## config.mk

```make
export PLATFORM = sky130hd
export DESIGN_NAME = fletcher_framed_packet_receiver
export DESIGN_NICKNAME = d
export VERILOG_FILES = /design/src/rtl/fpr_pkg.sv /design/src/rtl/fletcher_framed_packet_receiver.sv
export SDC_FILE = /design/constraint.sdc
export NUM_CORES = 1
export LEC_CHECK = 0
export ABC_AREA = 1
export BUFFER_PORTS_ARGS = -buffer_cell sky130_fd_sc_hd__buf_2
export CORE_MARGIN = 1
export CORE_UTILIZATION = 35
export DETAILED_ROUTE_END_ITERATION = 8
export HOLD_SLACK_MARGIN = 0.15
export PLACE_DENSITY = 0.62
export SLEW_MARGIN = 10
export SYNTH_ARGS = -nofsm -noshare
export SYNTH_HDL_FRONTEND = slang
export SYNTH_SLANG_ARGS = --single-unit
```

## constraint.sdc

```tcl
create_clock -name clock -period 11 [get_ports clock]
set_input_delay 1.1 -clock clock [delete_from_list [all_inputs] [get_ports clock]]
set_output_delay 1.1 -clock clock [all_outputs]
set_load 0.01 [all_outputs]
```

## src/rtl/fpr_pkg.sv

```systemverilog
// Types and constants shared by the Fletcher framed packet receiver files.
package fpr_pkg;

   typedef logic [7:0] byte_type;
   typedef logic [1:0] csr_index_type;

   localparam csr_index_type CSR_SYNC_VALUE = 2'd0;
   localparam csr_index_type CSR_MIN_LENGTH = 2'd1;
   localparam csr_index_type CSR_MAX_LENGTH = 2'd2;

   localparam byte_type SYNC_VALUE_RESET = 8'h0A;
   localparam byte_type MIN_LENGTH_RESET = 8'd8;
   localparam byte_type MAX_LENGTH_RESET = 8'd24;
   localparam byte_type HEADER_BYTES     = 8'd8;
   localparam byte_type MOD_BASE         = 8'd255;

   localparam int RSP_DATA_WIDTH = 48;

   typedef enum logic [7:0] {
      PH_SYNC  = 8'b0000_0001,
      PH_LEN   = 8'b0000_0010,
      PH_CLO   = 8'b0000_0100,
      PH_CHI   = 8'b0000_1000,
      PH_ACK   = 8'b0001_0000,
      PH_CLASS = 8'b0010_0000,
      PH_SUB   = 8'b0100_0000,
      PH_DATA  = 8'b1000_0000
   } phase_type;

endpackage

```

## src/rtl/fletcher_framed_packet_receiver.sv

```systemverilog
// Fletcher framed packet receiver: takes serial bytes one transfer per cycle, hunts for
// the sync byte, checks the length against the csr bounds, captures the check pair and
// header, runs Fletcher-16 sums (mod 255) from the ack byte to the end and compares the
// computed pair on the last byte. Every accepted byte gives exactly one result in the
// next cycle through a single output register; a new byte is taken every cycle while
// that register is empty or being drained, so sustained rate is one byte per clock.
// rsp_tlast marks the byte that ends a frame, rsp_tuser marks payload bytes.
// The csr port is always ready and should be written only while no byte is in flight.
module fletcher_framed_packet_receiver (
   input  logic                          clock,
   input  logic                          reset,
   input  logic                          req_tvalid,
   output logic                          req_tready,
   input  fpr_pkg::byte_type             req_tdata,   // [7:0] rx_byte
   output logic                          rsp_tvalid,
   input  logic                          rsp_tready,
   // [0] check_ok, [8:1] frame_length, [9] ack_requested, [17:10] class_code,
   // [25:18] sub_code, [33:26] payload_index, [41:34] payload_byte, [47:42] zero
   output logic [fpr_pkg::RSP_DATA_WIDTH-1:0] rsp_tdata,
   output logic                          rsp_tlast,   // frame_done
   output logic                          rsp_tuser,   // [0] payload_valid
   input  logic                          csr_valid,
   output logic                          csr_ready,
   input  fpr_pkg::csr_index_type        csr_index,
   input  fpr_pkg::byte_type             csr_data
);
   import fpr_pkg::*;

   function automatic byte_type add_mod255(input byte_type a, input byte_type b);
      logic [8:0] s;
      s = {1'b0, a} + {1'b0, b};
      if (s >= {1'b0, MOD_BASE}) begin
         s = s - {1'b0, MOD_BASE};
      end
      return s[7:0];
   endfunction

   byte_type  sync_value_ff, min_length_ff, max_length_ff;
   phase_type phase_ff, phase_in;
   byte_type  byte_count_ff, byte_count_in;
   byte_type  length_ff, length_in;
   byte_type  check_low_ff, check_low_in;
   byte_type  check_high_ff, check_high_in;
   byte_type  ack_ff, ack_in;
   byte_type  class_ff, class_in;
   byte_type  sub_ff, sub_in;
   byte_type  sum_first_ff, sum_first_in;
   byte_type  sum_second_ff, sum_second_in;

   logic      rsp_valid_ff, rsp_valid_in;
   logic [RSP_DATA_WIDTH-1:0] rsp_data_ff, rsp_data_in;
   logic      rsp_last_ff, rsp_last_in;
   logic      rsp_user_ff, rsp_user_in;

   logic      req_xfer;
   byte_type  rx;
   byte_type  first_base, second_base, first_add, second_add;
   byte_type  count_inc, calc_low, calc_high;
   logic      done, ok, pvalid;
   byte_type  pindex, pbyte;

   assign req_tready = !rsp_valid_ff || rsp_tready;
   assign req_xfer   = req_tvalid && req_tready;
   assign rx         = req_tdata;
   assign csr_ready  = 1'b1;

   assign rsp_tvalid = rsp_valid_ff;
   assign rsp_tdata  = rsp_data_ff;
   assign rsp_tlast  = rsp_last_ff;
   assign rsp_tuser  = rsp_user_ff;

   // running sums restart at the ack byte
   assign first_base  = (phase_ff == PH_ACK) ? '0 : sum_first_ff;
   assign second_base = (phase_ff == PH_ACK) ? '0 : sum_second_ff;
   assign first_add   = add_mod255(first_base, rx);
   assign second_add  = add_mod255(second_base, first_add);
   assign calc_low    = MOD_BASE - add_mod255(first_add, second_add);
   assign calc_high   = MOD_BASE - add_mod255(calc_low, first_add);
   assign count_inc   = (byte_count_ff != MOD_BASE) ? byte_count_ff + 8'd1 : byte_count_ff;

   always_comb begin
      phase_in      = phase_ff;
      byte_count_in = byte_count_ff;
      length_in     = length_ff;
      check_low_in  = check_low_ff;
      check_high_in = check_high_ff;
      ack_in        = ack_ff;
      class_in      = class_ff;
      sub_in        = sub_ff;
      sum_first_in  = sum_first_ff;
      sum_second_in = sum_second_ff;
      done          = 1'b0;
      ok            = 1'b0;
      pvalid        = 1'b0;
      pindex        = '0;
      pbyte         = '0;
      case (phase_ff)
         PH_SYNC: begin
            if (rx == sync_value_ff) begin
               phase_in      = PH_LEN;
               byte_count_in = 8'd1;
            end else begin
               byte_count_in = 8'd0;
            end
         end
         PH_LEN: begin
            if (rx >= min_length_ff && rx <= max_length_ff) begin
               length_in     = rx;
               byte_count_in = 8'd2;
               phase_in      = PH_CLO;
            end else begin
               byte_count_in = 8'd0;
               phase_in      = PH_SYNC;
            end
         end
         PH_CLO: begin
            check_low_in  = rx;
            byte_count_in = 8'd3;
            phase_in      = PH_CHI;
         end
         PH_CHI: begin
            check_high_in = rx;
            byte_count_in = 8'd4;
            phase_in      = PH_ACK;
         end
         PH_ACK: begin
            ack_in        = rx;
            sum_first_in  = first_add;
            sum_second_in = second_add;
            byte_count_in = 8'd5;
            phase_in      = PH_CLASS;
         end
         PH_CLASS: begin
            class_in      = rx;
            sum_first_in  = first_add;
            sum_second_in = second_add;
            byte_count_in = 8'd6;
            phase_in      = PH_SUB;
         end
         PH_SUB: begin
            sub_in        = rx;
            sum_first_in  = first_add;
            sum_second_in = second_add;
            byte_count_in = 8'd7;
            phase_in      = PH_DATA;
         end
         PH_DATA: begin
            sum_first_in  = first_add;
            sum_second_in = second_add;
            byte_count_in = count_inc;
            pvalid        = 1'b1;
            pindex        = (count_inc >= HEADER_BYTES) ? count_inc - HEADER_BYTES : '0;
            pbyte         = rx;
            if (count_inc >= length_ff) begin
               done          = 1'b1;
               ok            = (calc_low == check_low_ff) && (calc_high == check_high_ff);
               phase_in      = PH_SYNC;
               byte_count_in = 8'd0;
            end
         end
         default: begin
            phase_in      = PH_SYNC;
            byte_count_in = 8'd0;
         end
      endcase
   end

   always_comb begin
      rsp_valid_in = rsp_valid_ff;
      rsp_data_in  = rsp_data_ff;
      rsp_last_in  = rsp_last_ff;
      rsp_user_in  = rsp_user_ff;
      if (req_xfer) begin
         rsp_valid_in = 1'b1;
         rsp_data_in  = {6'd0, pbyte, pindex, sub_in, class_in, ack_in[0], length_in, ok};
         rsp_last_in  = done;
         rsp_user_in  = pvalid;
      end else if (rsp_tready) begin
         rsp_valid_in = 1'b0;
      end
   end

   always_ff @(posedge clock) begin
      if (reset) begin
         sync_value_ff <= SYNC_VALUE_RESET;
         min_length_ff <= MIN_LENGTH_RESET;
         max_length_ff <= MAX_LENGTH_RESET;
      end else if (csr_valid && csr_ready) begin
         case (csr_index)
            CSR_SYNC_VALUE: sync_value_ff <= csr_data;
            CSR_MIN_LENGTH: min_length_ff <= csr_data;
            CSR_MAX_LENGTH: max_length_ff <= csr_data;
            default: ;
         endcase
      end
   end

   always_ff @(posedge clock) begin
      if (reset) begin
         phase_ff      <= PH_SYNC;
         byte_count_ff <= '0;
         length_ff     <= '0;
         check_low_ff  <= '0;
         check_high_ff <= '0;
         ack_ff        <= '0;
         class_ff      <= '0;
         sub_ff        <= '0;
         sum_first_ff  <= '0;
         sum_second_ff <= '0;
         rsp_valid_ff  <= 1'b0;
      end else begin
         if (req_xfer) begin
            phase_ff      <= phase_in;
            byte_count_ff <= byte_count_in;
            length_ff     <= length_in;
            check_low_ff  <= check_low_in;
            check_high_ff <= check_high_in;
            ack_ff        <= ack_in;
            class_ff      <= class_in;
            sub_ff        <= sub_in;
            sum_first_ff  <= sum_first_in;
            sum_second_ff <= sum_second_in;
         end
         rsp_valid_ff <= rsp_valid_in;
      end
   end

   always_ff @(posedge clock) begin
      rsp_data_ff <= rsp_data_in;
      rsp_last_ff <= rsp_last_in;
      rsp_user_ff <= rsp_user_in;
   end

endmodule

```

* Yosys cells after proc, flatten, opt, wreduce, memory -nomap -nowiden
Index checks and enable logic that the tools add are counted.
** Storage, ports and cells
- Register bits after elaboration :: 142
- Latch bits :: 0
- Memory bits (writable) :: 0
- ROM bits :: 0
- Input bits :: 23
- Output and inout port bits :: 53
- Logic and storage cells :: 97
- Memories :: 0
** Operators by class
- Add/subtract/negate cells :: 12
- Multiply operators :: 0
- Divide/modulo/power cells :: 0
- Magnitude comparators :: 8
- Equal/unequal tests :: 16
- Shift operators :: 0
- Mux-type cells :: 24
- Bitwise operators :: 0
- Reduce and logical (&&, ||, !) cells :: 17
** Operators by type and width (count)
- 8-bit case mux with 8 select lines :: 2
- 8-bit 2-to-1 mux :: 14
- 8-bit by 8-bit adder with 9-bit output :: 4
- 9-bit by 8-bit >= comparator with 1-bit output (second input constant) :: 4
- 8-bit subtractor (second input constant) :: 4
- 8-bit == test :: 3
- 8-bit >= comparator :: 2
- 2-bit AND reduction :: 8
- 8-bit subtractor (first input constant) :: 2
- 8-bit by 1-bit adder with 8-bit output (second input constant) :: 1
- 8-bit by 1-bit == test with 1-bit output (second input constant) :: 1
- 8-bit by 2-bit == test with 1-bit output (second input constant) :: 1
- 8-bit by 3-bit == test with 1-bit output (second input constant) :: 1
- 8-bit by 4-bit == test with 1-bit output (second input constant) :: 1
- 8-bit by 5-bit == test with 1-bit output (second input constant) :: 1
- 8-bit by 6-bit == test with 1-bit output (second input constant) :: 1
- 8-bit by 7-bit == test with 1-bit output (second input constant) :: 1
- 8-bit == test (second input constant) :: 1
- 8-bit by 4-bit >= comparator with 1-bit output (second input constant) :: 1
- 8-bit less-or-equal comparator :: 1
- 8-bit inequality test (second input constant) :: 1
- 8-bit by 4-bit subtractor with 8-bit output (second input constant) :: 1
- 1-bit 2-to-1 mux :: 6
- 2-bit inequality test (second input constant) :: 2
- 11 further kinds :: 13

* Longest topological paths before layout
Gate-level depths: netlist of run 1.
- Depth after elaboration :: 18
- Gate-level depth with buffers :: 70
- Depth with buffers taken out :: 65

* Worst setup path before layout of run 1
No wires, ideal clock.
- Path type :: reg2reg
- Start point :: reg phase_ff[2]
- End point :: reg rsp_data_ff[0], in the netlist rsp_tdata[0] (data pin)
- Library setup time :: 0.251 ns
- Data arrival time :: 8.946 ns
- Required time :: 10.749 ns
- Setup slack :: 1.802 ns
- Stages on the path, launching flop included :: 64
- Path buffers :: 5
- Clock period less this slack :: 9.198 ns
- Cell sequence :: dfxtp_1 nor2_1 inv_1 nor2_1 inv_2 nor4_1 clkbuf_1 clkbuf_1 nor2_1 fa_1 xor2_1 nand2_1 nor2_1 nand3_1 inv_1 o211ai_2 nand2_1 buf_2 (+28 left out) buf_8 nand2_2 nand2_2 ha_1 fa_1 xnor2_1 nor2_1 nand3_1 nor2_1 nand3_1 nand3_2 inv_1 nand2_1 nand3_1 nand2_1 nor2_1 nand4_1 nor2_1
** On the way
- Word-level cells in the longest chain between the ends :: 18
- Elaborated cells between the ends (all ways) :: 26
- Those cells by class :: add/sub (10); order compare (4); eq/ne (4); mux (6); reduce/logical (2)
** RTL lines
- from (decl) :: line fletcher_framed_packet_receiver.sv:39 : phase_type phase_ff, phase_in;
- from (signal assigned) :: line fletcher_framed_packet_receiver.sv:213 : phase_ff <= phase_in;
- 8-bit by 5-bit == test with 1-bit output (*) :: line fletcher_framed_packet_receiver.sv:73 : assign first_base = (phase_ff == PH_ACK) ? '0 : sum_first_ff;
- 8-bit 2-to-1 mux (*) :: line fletcher_framed_packet_receiver.sv:73
- 8-bit by 8-bit adder with 9-bit output (*) :: line fletcher_framed_packet_receiver.sv:31 : s = {1'b0, a} + {1'b0, b};
- 8-bit subtractor or 9-bit by 8-bit >= comparator with 1-bit output (tied branches) :: line fletcher_framed_packet_receiver.sv:33, fletcher_framed_packet_receiver.sv:32
- 8-bit 2-to-1 mux (*) :: line fletcher_framed_packet_receiver.sv:32 : if (s >= {1'b0, MOD_BASE}) begin
- named net first_add[0] :: line fletcher_framed_packet_receiver.sv:57 : byte_type first_base, second_base, first_add, second_add;
- 8-bit by 8-bit adder with 9-bit output (*) :: line fletcher_framed_packet_receiver.sv:31
- 8-bit subtractor or 9-bit by 8-bit >= comparator with 1-bit output (tied branches) :: line fletcher_framed_packet_receiver.sv:33, fletcher_framed_packet_receiver.sv:32
- (+1 left out)
- named net second_add[0] :: line fletcher_framed_packet_receiver.sv:57
- (+2 left out)
- 8-bit 2-to-1 mux (*) :: line fletcher_framed_packet_receiver.sv:32
- 8-bit subtractor (*) :: line fletcher_framed_packet_receiver.sv:77 : assign calc_low = MOD_BASE - add_mod255(first_add, second_add);
- 8-bit by 8-bit adder with 9-bit output :: line fletcher_framed_packet_receiver.sv:31
- 8-bit subtractor or 9-bit by 8-bit >= comparator with 1-bit output (tied branches) :: line fletcher_framed_packet_receiver.sv:33, fletcher_framed_packet_receiver.sv:32
- 8-bit 2-to-1 mux :: line fletcher_framed_packet_receiver.sv:32
- 8-bit subtractor :: line fletcher_framed_packet_receiver.sv:78 : assign calc_high = MOD_BASE - add_mod255(calc_low, first_add);
- 8-bit == test :: line fletcher_framed_packet_receiver.sv:156 : ok = (calc_low == check_low_ff) && (calc_high == check_high_ff);
- 1-bit logical AND (*) :: line fletcher_framed_packet_receiver.sv:156
- to (signal assigned) :: line fletcher_framed_packet_receiver.sv:229 : rsp_data_ff <= rsp_data_in;
- to (decl) :: line fletcher_framed_packet_receiver.sv:51 : logic [RSP_DATA_WIDTH-1:0] rsp_data_ff, rsp_data_in;
Mark *: on every way through the listed nets, which the timed path passes. The rest lies on a longest branch.
A chain may end at the register's enable or synchronous reset.

* Worst setup path after layout of run 1
- Start point :: reg phase_ff[2]
- End point :: reg rsp_data_ff[0], in the netlist rsp_tdata[0] (data pin)
** On the way
- Word-level cells in the longest chain between the ends :: 18
- Elaborated cells between the ends (all ways) :: 26
- Those cells by class :: add/sub (10); order compare (4); eq/ne (4); mux (6); reduce/logical (2)
** RTL lines (line)
- 8-bit by 5-bit == test with 1-bit output (*) :: fletcher_framed_packet_receiver.sv:73
- 8-bit 2-to-1 mux (*) :: fletcher_framed_packet_receiver.sv:73
- 8-bit by 8-bit adder with 9-bit output (*) :: fletcher_framed_packet_receiver.sv:31
- 8-bit subtractor or 9-bit by 8-bit >= comparator with 1-bit output (tied branches) :: fletcher_framed_packet_receiver.sv:33, fletcher_framed_packet_receiver.sv:32
- 8-bit 2-to-1 mux (*) :: fletcher_framed_packet_receiver.sv:32
- named net first_add[1] :: fletcher_framed_packet_receiver.sv:57
- 8-bit by 8-bit adder with 9-bit output (*) :: fletcher_framed_packet_receiver.sv:31
- 9-bit by 8-bit >= comparator with 1-bit output (*) :: fletcher_framed_packet_receiver.sv:32
- (+1 left out)
- named net second_add[0] :: fletcher_framed_packet_receiver.sv:57
- (+2 left out)
- 8-bit 2-to-1 mux (*) :: fletcher_framed_packet_receiver.sv:32
- 8-bit subtractor (*) :: fletcher_framed_packet_receiver.sv:77
- 8-bit by 8-bit adder with 9-bit output :: fletcher_framed_packet_receiver.sv:31
- 8-bit subtractor or 9-bit by 8-bit >= comparator with 1-bit output (tied branches) :: fletcher_framed_packet_receiver.sv:33, fletcher_framed_packet_receiver.sv:32
- 8-bit 2-to-1 mux :: fletcher_framed_packet_receiver.sv:32
- 8-bit subtractor :: fletcher_framed_packet_receiver.sv:78
- 8-bit == test :: fletcher_framed_packet_receiver.sv:156
- 1-bit logical AND (*) :: fletcher_framed_packet_receiver.sv:156
Marks and branches as above.

==> run_results.csv, run 1 <==
group,metric,value,unit
outcome,outcome,"complete, no violations",
clocking,cts.sinks,142,
timing,fmax,101,MHz
setup_path,critical-path-max-stage-delay,470,ps
timing,setup-tns-final,0,ps
timing,drv_slew,0,
cells_and_area,final_common_cell,"nand2_1",
drt,drc,0,
die,initial_core_util,35.9,%
clocking,clk_path_buf_depth,2,
die,num_rows,58,
setup_path,arrival,10180,ps
die,dieArea,26500,sq um
yosys,syn_area_per_cell,7.28,sq um
timing,holdWs,457,ps
drt,drt-initial-drc-count,490,
yosys,synth_area_leaders,"dfxtp_1 (22%), edfxtp_1 (15%), nand2_1 (9.2%)",
global_route,track_usage,17.2,%
drt,first_pass_iters,5,
clocking,ctsRootBufferMaster,"clkbuf_16",
yosys,ys_seq_area_share,36.2,%
global_route,grt_pass1_wl,36.2,mm
setup_path,required,11290,ps
setup_path,slowest_stage,"fa_1",
cells_and_area,final_cell_mix,"nand2_1 (220), inv_1 (218), o21ai_0 (127)",
yosys,synth_top_cell_by_area,"dfxtp_1",
clocking,post-cts-setup-buffer-count,0,
cells_and_area,stdcell_count,1644,
clocking,ctsHoldBuffers,0,
clocking,htreeDepth,4,
die,dieHeight,163,um
drt,routed_wl,21.8,mm
job,cap_viol_max_count,0,
clocking,clock_latency,430,ps
die,die_w,163,um
timing,min_period,9890,ps
clocking,cts_buffers,17,
drt,ant_nets,0,
drt,vias,7911,
place,place.gp.congestion,0.915,
timing,rsz0062_at_grt,"false",
die,core,25300,sq um
clocking,cts_tree,"done",
die,ios,76,
place,dp_hpwl,16.0,mm
drt,wl_per_cell,13.2,um
place,io_buffer_count,68,
yosys,ys_warn_count,0,
setup_path,crit_fanout,20,
place,place_inst,1612,
timing,setup_violations,0,
cells_and_area,area_growth,13.7,%
timing,post-route-period-util,89.9,%
cells_and_area,final_util,40.8,%
global_route,grt.overflow.total,0,
cells_and_area,drive_above_1_share,10.9,%
yosys,ys_types,49,
cells_and_area,fin_nets,1394,
worst_hold_path,min_path_type,"reg -> reg",
timing,clock_skew,9.48,ps
setup_path,cp-end-kind,"flop",
timing,final-hold-violation-count,0,
global_route,grt_pass1_vias,7264,
yosys,netlist_instances,1244,
yosys,netlist_area,9060,sq um
setup_path,crit_top_cell,"nand2_1",
yosys,synth_top_area_share,21.6,%
drt,viasPerCell,4.81,
global_route,grt_start_max_net_pins,63,
cells_and_area,n_antenna_cell,0,
yosys,yosys_register_bits,142,
setup_path,worstSetupPathType,"reg -> reg",
setup_path,crit_path_start_kind,"flop",
timing,relSlewSlack,36.1,%
global_route,antenna_found_initial,0,
timing,worstMarginPinSlew,951,ps
clocking,clk_pin_slew_worst_paths,60,ps
clocking,ctsResizeCount,0,
-- sequential cells by signal, summed over array words and instances (netlist names), 8 cells and up --
| register | cells |
|---|---|
| check_low_ff | 8 |
| sum_first_ff | 8 |
| min_length_ff | 8 |
| check_high_ff | 8 |
| max_length_ff | 8 |
| sync_value_ff | 8 |
| byte_count_ff | 8 |
| sum_second_ff | 8 |
| sub_ff | 8 |
| rsp_tdata | 42 |
| length_ff | 8 |
| class_ff | 8 |
| phase_ff | 8 |
-- metrics by stage --
step | instance area [sq um] | setup WS (ps)
after floorplan | 9080 | 1800
after global placement | 9680 | 1310
after detailed placement | 9680 | 1080
after CTS | 10300 | 1150
after global routing | 10300 | 18.3
final | 10300 | 1110
-- layout make-up --
| class | instances | area (sq um) |
|---|---|---|
| Clock buffer | 17 | 425 |
| Clock inverter | 15 | 178 |
| Fill cell | 2588 | 15000 |
| Inverter | 225 | 845 |
| Multi-Input combinational cell | 842 | 4780 |
| Sequential cell | 142 | 3280 |
| Tap cell | 330 | 413 |
| Timing Repair Buffer | 73 | 378 |
-- logic make-up after synthesis --
logic type	count (synthesis)	share of synthesized area, %
other cells	2	0.0829
buf+inv	265	11.5
flops	142	36.2
fa+ha+maj	70	10.0
simple gates	440	21.3
compound gates	282	16.5
xor+xnor	43	4.40
-- cells in the mapped netlist, drive strengths merged --
cell type and n:
xor2 24, nand3 56, nor4 7, conb 2
nand2 230, a31oi 1, xnor2 19, dfxtp 98
o2111ai 2, o41ai 1, clkbuf 27, o211ai 6
o21bai 3, o31ai 2, ha 66, nand4 19
o221ai 1, o311ai 1, fa 4, nor2 108
o21ai 137, clkinv 1, edfxtp 44, buf 13
inv 224, or2 3, a21o 3, o31a 1
nor3 9, a221oi 1, o21a 1, nand3b 8
a21oi 122
-- path summary, 6_finish.rpt --
check        cells past startpoint        startpoint               end  slack [ps]
min reg2reg                      2  min_length_ff[2]  min_length_ff[2]         460
max                             58       phase_ff[2]      rsp_tdata[0]        1110
min                              2  min_length_ff[2]  min_length_ff[2]         460
max reg2reg                     58       phase_ff[2]      rsp_tdata[0]        1110
-- worst max-delay path, delay by kind of cell, from the launching register on --
family | cells | cell delay, ps
compound gates | 3 | 710
xor+xnor | 3 | 810
fa+ha+maj | 6 | 2270
buf+inv | 7 | 960
flops | 1 | 330
simple gates | 39 | 4630
-- metal layers --
metal | part of all wire [%] | up-vias | track usage (%)
met1 | 49 | 3568 | 22.9
met5 | 0 | - | 0
met4 | 1.4 | 0 | 5.23
li1 | - | 4158 | -
met3 | 3.6 | 26 | 2.50
met2 | 46 | 159 | 28.5
Power of run 1 is not shown: default switching activity piles up to over one toggle a cycle in this logic, so the estimate is an artifact.
==> inputs of run 2 (changes only) <==
--- a/config.mk
+++ b/config.mk
@@ -8,10 +8,10 @@
 export ABC_AREA = 1
 export BUFFER_PORTS_ARGS = -buffer_cell sky130_fd_sc_hd__buf_2
 export CORE_MARGIN = 1
-export CORE_UTILIZATION = 35
+export CORE_UTILIZATION = 61
 export DETAILED_ROUTE_END_ITERATION = 8
 export HOLD_SLACK_MARGIN = 0.15
-export PLACE_DENSITY = 0.62
+export PLACE_DENSITY = 0.92
 export SLEW_MARGIN = 10
 export SYNTH_ARGS = -nofsm -noshare
 export SYNTH_HDL_FRONTEND = slang
==> run 2 against run 1 <==
Highest routed layer unchanged. Utilization rose by 29 points. Hold slack got worse by 1.2 ps. Final area fell by 1.6%. Cell count fell by 9.0%. First-iteration DRC count rose by 110%. Clock skew barely moved. The run now ends with design-rule violations left. Fmax fell by 1.3%. Die area fell by 42%. Register-to-register slack got worse by 130 ps. Sequential share of layout area rose by 0.52 points.
==> run_results.csv, run 2 (synthesis gave the netlist of run 1 again) <==
group,metric,value,unit
cells_and_area,n_antenna_cell,0,
timing,worstMarginPinSlew,1080,ps
setup_path,cp-startpoint,"phase_ff[2]",
die,die_w,124,um
setup_path,worstSetupPathType,"reg -> reg",
setup_path,crit_top_cell,"nand2_1",
setup_path,critical-path-max-stage-delay,440,ps
timing,relSlewSlack,28.1,%
timing,final-hold-violation-count,0,
outcome,violations,"design-rule violations",
cells_and_area,drive_above_1_share,10.7,%
timing,post-route-period-util,91.1,%
drt,viasPerCell,5.75,
global_route,track_usage,31.7,%
clocking,cts_tree,"done",
die,dieArea,15300,sq um
place,dp_hpwl,15.7,mm
outcome,outcome,"complete, but fails checks",
timing,drv_slew,0,
timing,setup-tns-final,0,ps
timing,fmax,99.8,MHz
clocking,ctsRootBufferMaster,"clkbuf_16",
global_route,grt_pass1_wl,37.6,mm
setup_path,crit_fanout,20,
die,dieHeight,124,um
setup_path,rr_startpoint,"phase_ff[2]",
die,initial_core_util,62.4,%
cells_and_area,area_growth,11.9,%
place,place.gp.congestion,0.914,
place,io_buffer_count,68,
drt,drt-initial-drc-count,1042,
setup_path,crit_path_start_kind,"flop",
setup_path,cp-end-kind,"flop",
drt,routed_wl,23.1,mm
drt,wl_per_cell,15.5,um
timing,min_period,10020,ps
timing,setup_violations,0,
global_route,grt.overflow.total,0,
drt,vias,8597,
drt,ant_nets,0,
worst_hold_path,min_path_type,"reg -> reg",
clocking,cts.sinks,142,
global_route,grt_start_max_net_pins,63,
drt,drc,1,
timing,clock_skew,9.76,ps
setup_path,arrival,10290,ps
setup_path,slowest_stage,"fa_1",
worst_hold_path,min_from,"max_length_ff[5]",
clocking,clk_path_buf_depth,2,
clocking,htreeDepth,4,
global_route,antenna_found_initial,0,
cells_and_area,fin_nets,1392,
clocking,cts_buffers,17,
die,num_rows,44,
die,core,14500,sq um
global_route,grt_pass1_vias,8027,
job,cap_viol_max_count,0,
drt,first_pass_iters,9,
cells_and_area,final_cell_mix,"inv_1 (219), nand2_1 (218), o21ai_0 (127)",
clocking,clk_pin_slew_worst_paths,60,ps
clocking,clock_latency,420,ps
timing,rsz0062_at_grt,"false",
setup_path,required,11270,ps
cells_and_area,largest_reg_flops,42,
cells_and_area,final_common_cell,"inv_1",
die,ios,76,
-- run 2: cell types whose count changed in the layout (fill, tap and decap cells not counted), moves of 2 or more --
| cell | delta |
|---|---|
| nand2_2 | +2 |
| nand2_1 | -2 |
| inv_8 | -3 |
| buf_4 | -3 |
| inv_6 | -2 |
| clkbuf_8 | +2 |
-- run 2: timing repair --
item,in CTS,in global routing
setup buffers,0,0
resized for setup,0,5
hold buffers,0,0
setup endpoints to repair,0,1
-- run 2: metrics by stage --
stage	area, sq um	std cells	hold WS (ps)	util [%]	worst slack (ps)
finish	10100	1496	456	69.7	984
global route	10100	1496	470	69.7	16.8
CTS	10100	1496	459	69.6	906
detailed placement	9490	1464	450	65.3	937
global placement	9490	1464	444	65.3	1430
floorplan	9080	1249	433	-	1800
-- run 2: area by class of cell --
| class | count | area [sq um] |
|---|---|---|
| Multi-Input combinational cell | 842 | 4780 |
| Fill cell | 1060 | 4400 |
| Sequential cell | 142 | 3280 |
| Inverter | 225 | 845 |
| Clock buffer | 21 | 482 |
| Timing Repair Buffer | 71 | 367 |
| Tap cell | 184 | 230 |
| Clock inverter | 11 | 151 |
-- run 2: routing by layer --
metal  track usage (%)  share of wire (%)  wire (um)
met5                 0                  0          0
met4              14.0                3.3        772
met3              6.00                7.6       1760
met2              55.3                 49      11400
met1              37.9                 40       9160
-- run 2: path summary, 6_finish.rpt --
path | to | slack [ps] | depth (start not counted)
setup / recovery | rsp_tdata[0] | 980 | 63
hold / removal | max_length_ff[5] | 460 | 2
setup reg to reg | rsp_tdata[0] | 980 | 63
hold reg to reg | max_length_ff[5] | 460 | 2
-- run 2: critical path: cells and delay by family, from the launching register on --
kind | cells | cell delay (ps)
adder cells (fa/ha/maj) | 5 | 1850
flip-flops | 1 | 320
buffers and inverters | 10 | 1070
XOR/XNOR | 2 | 430
AND/OR/NAND/NOR | 40 | 5140
AO/OA/AOI/OAI | 6 | 1030
Power of run 2 is left out for the same reason.
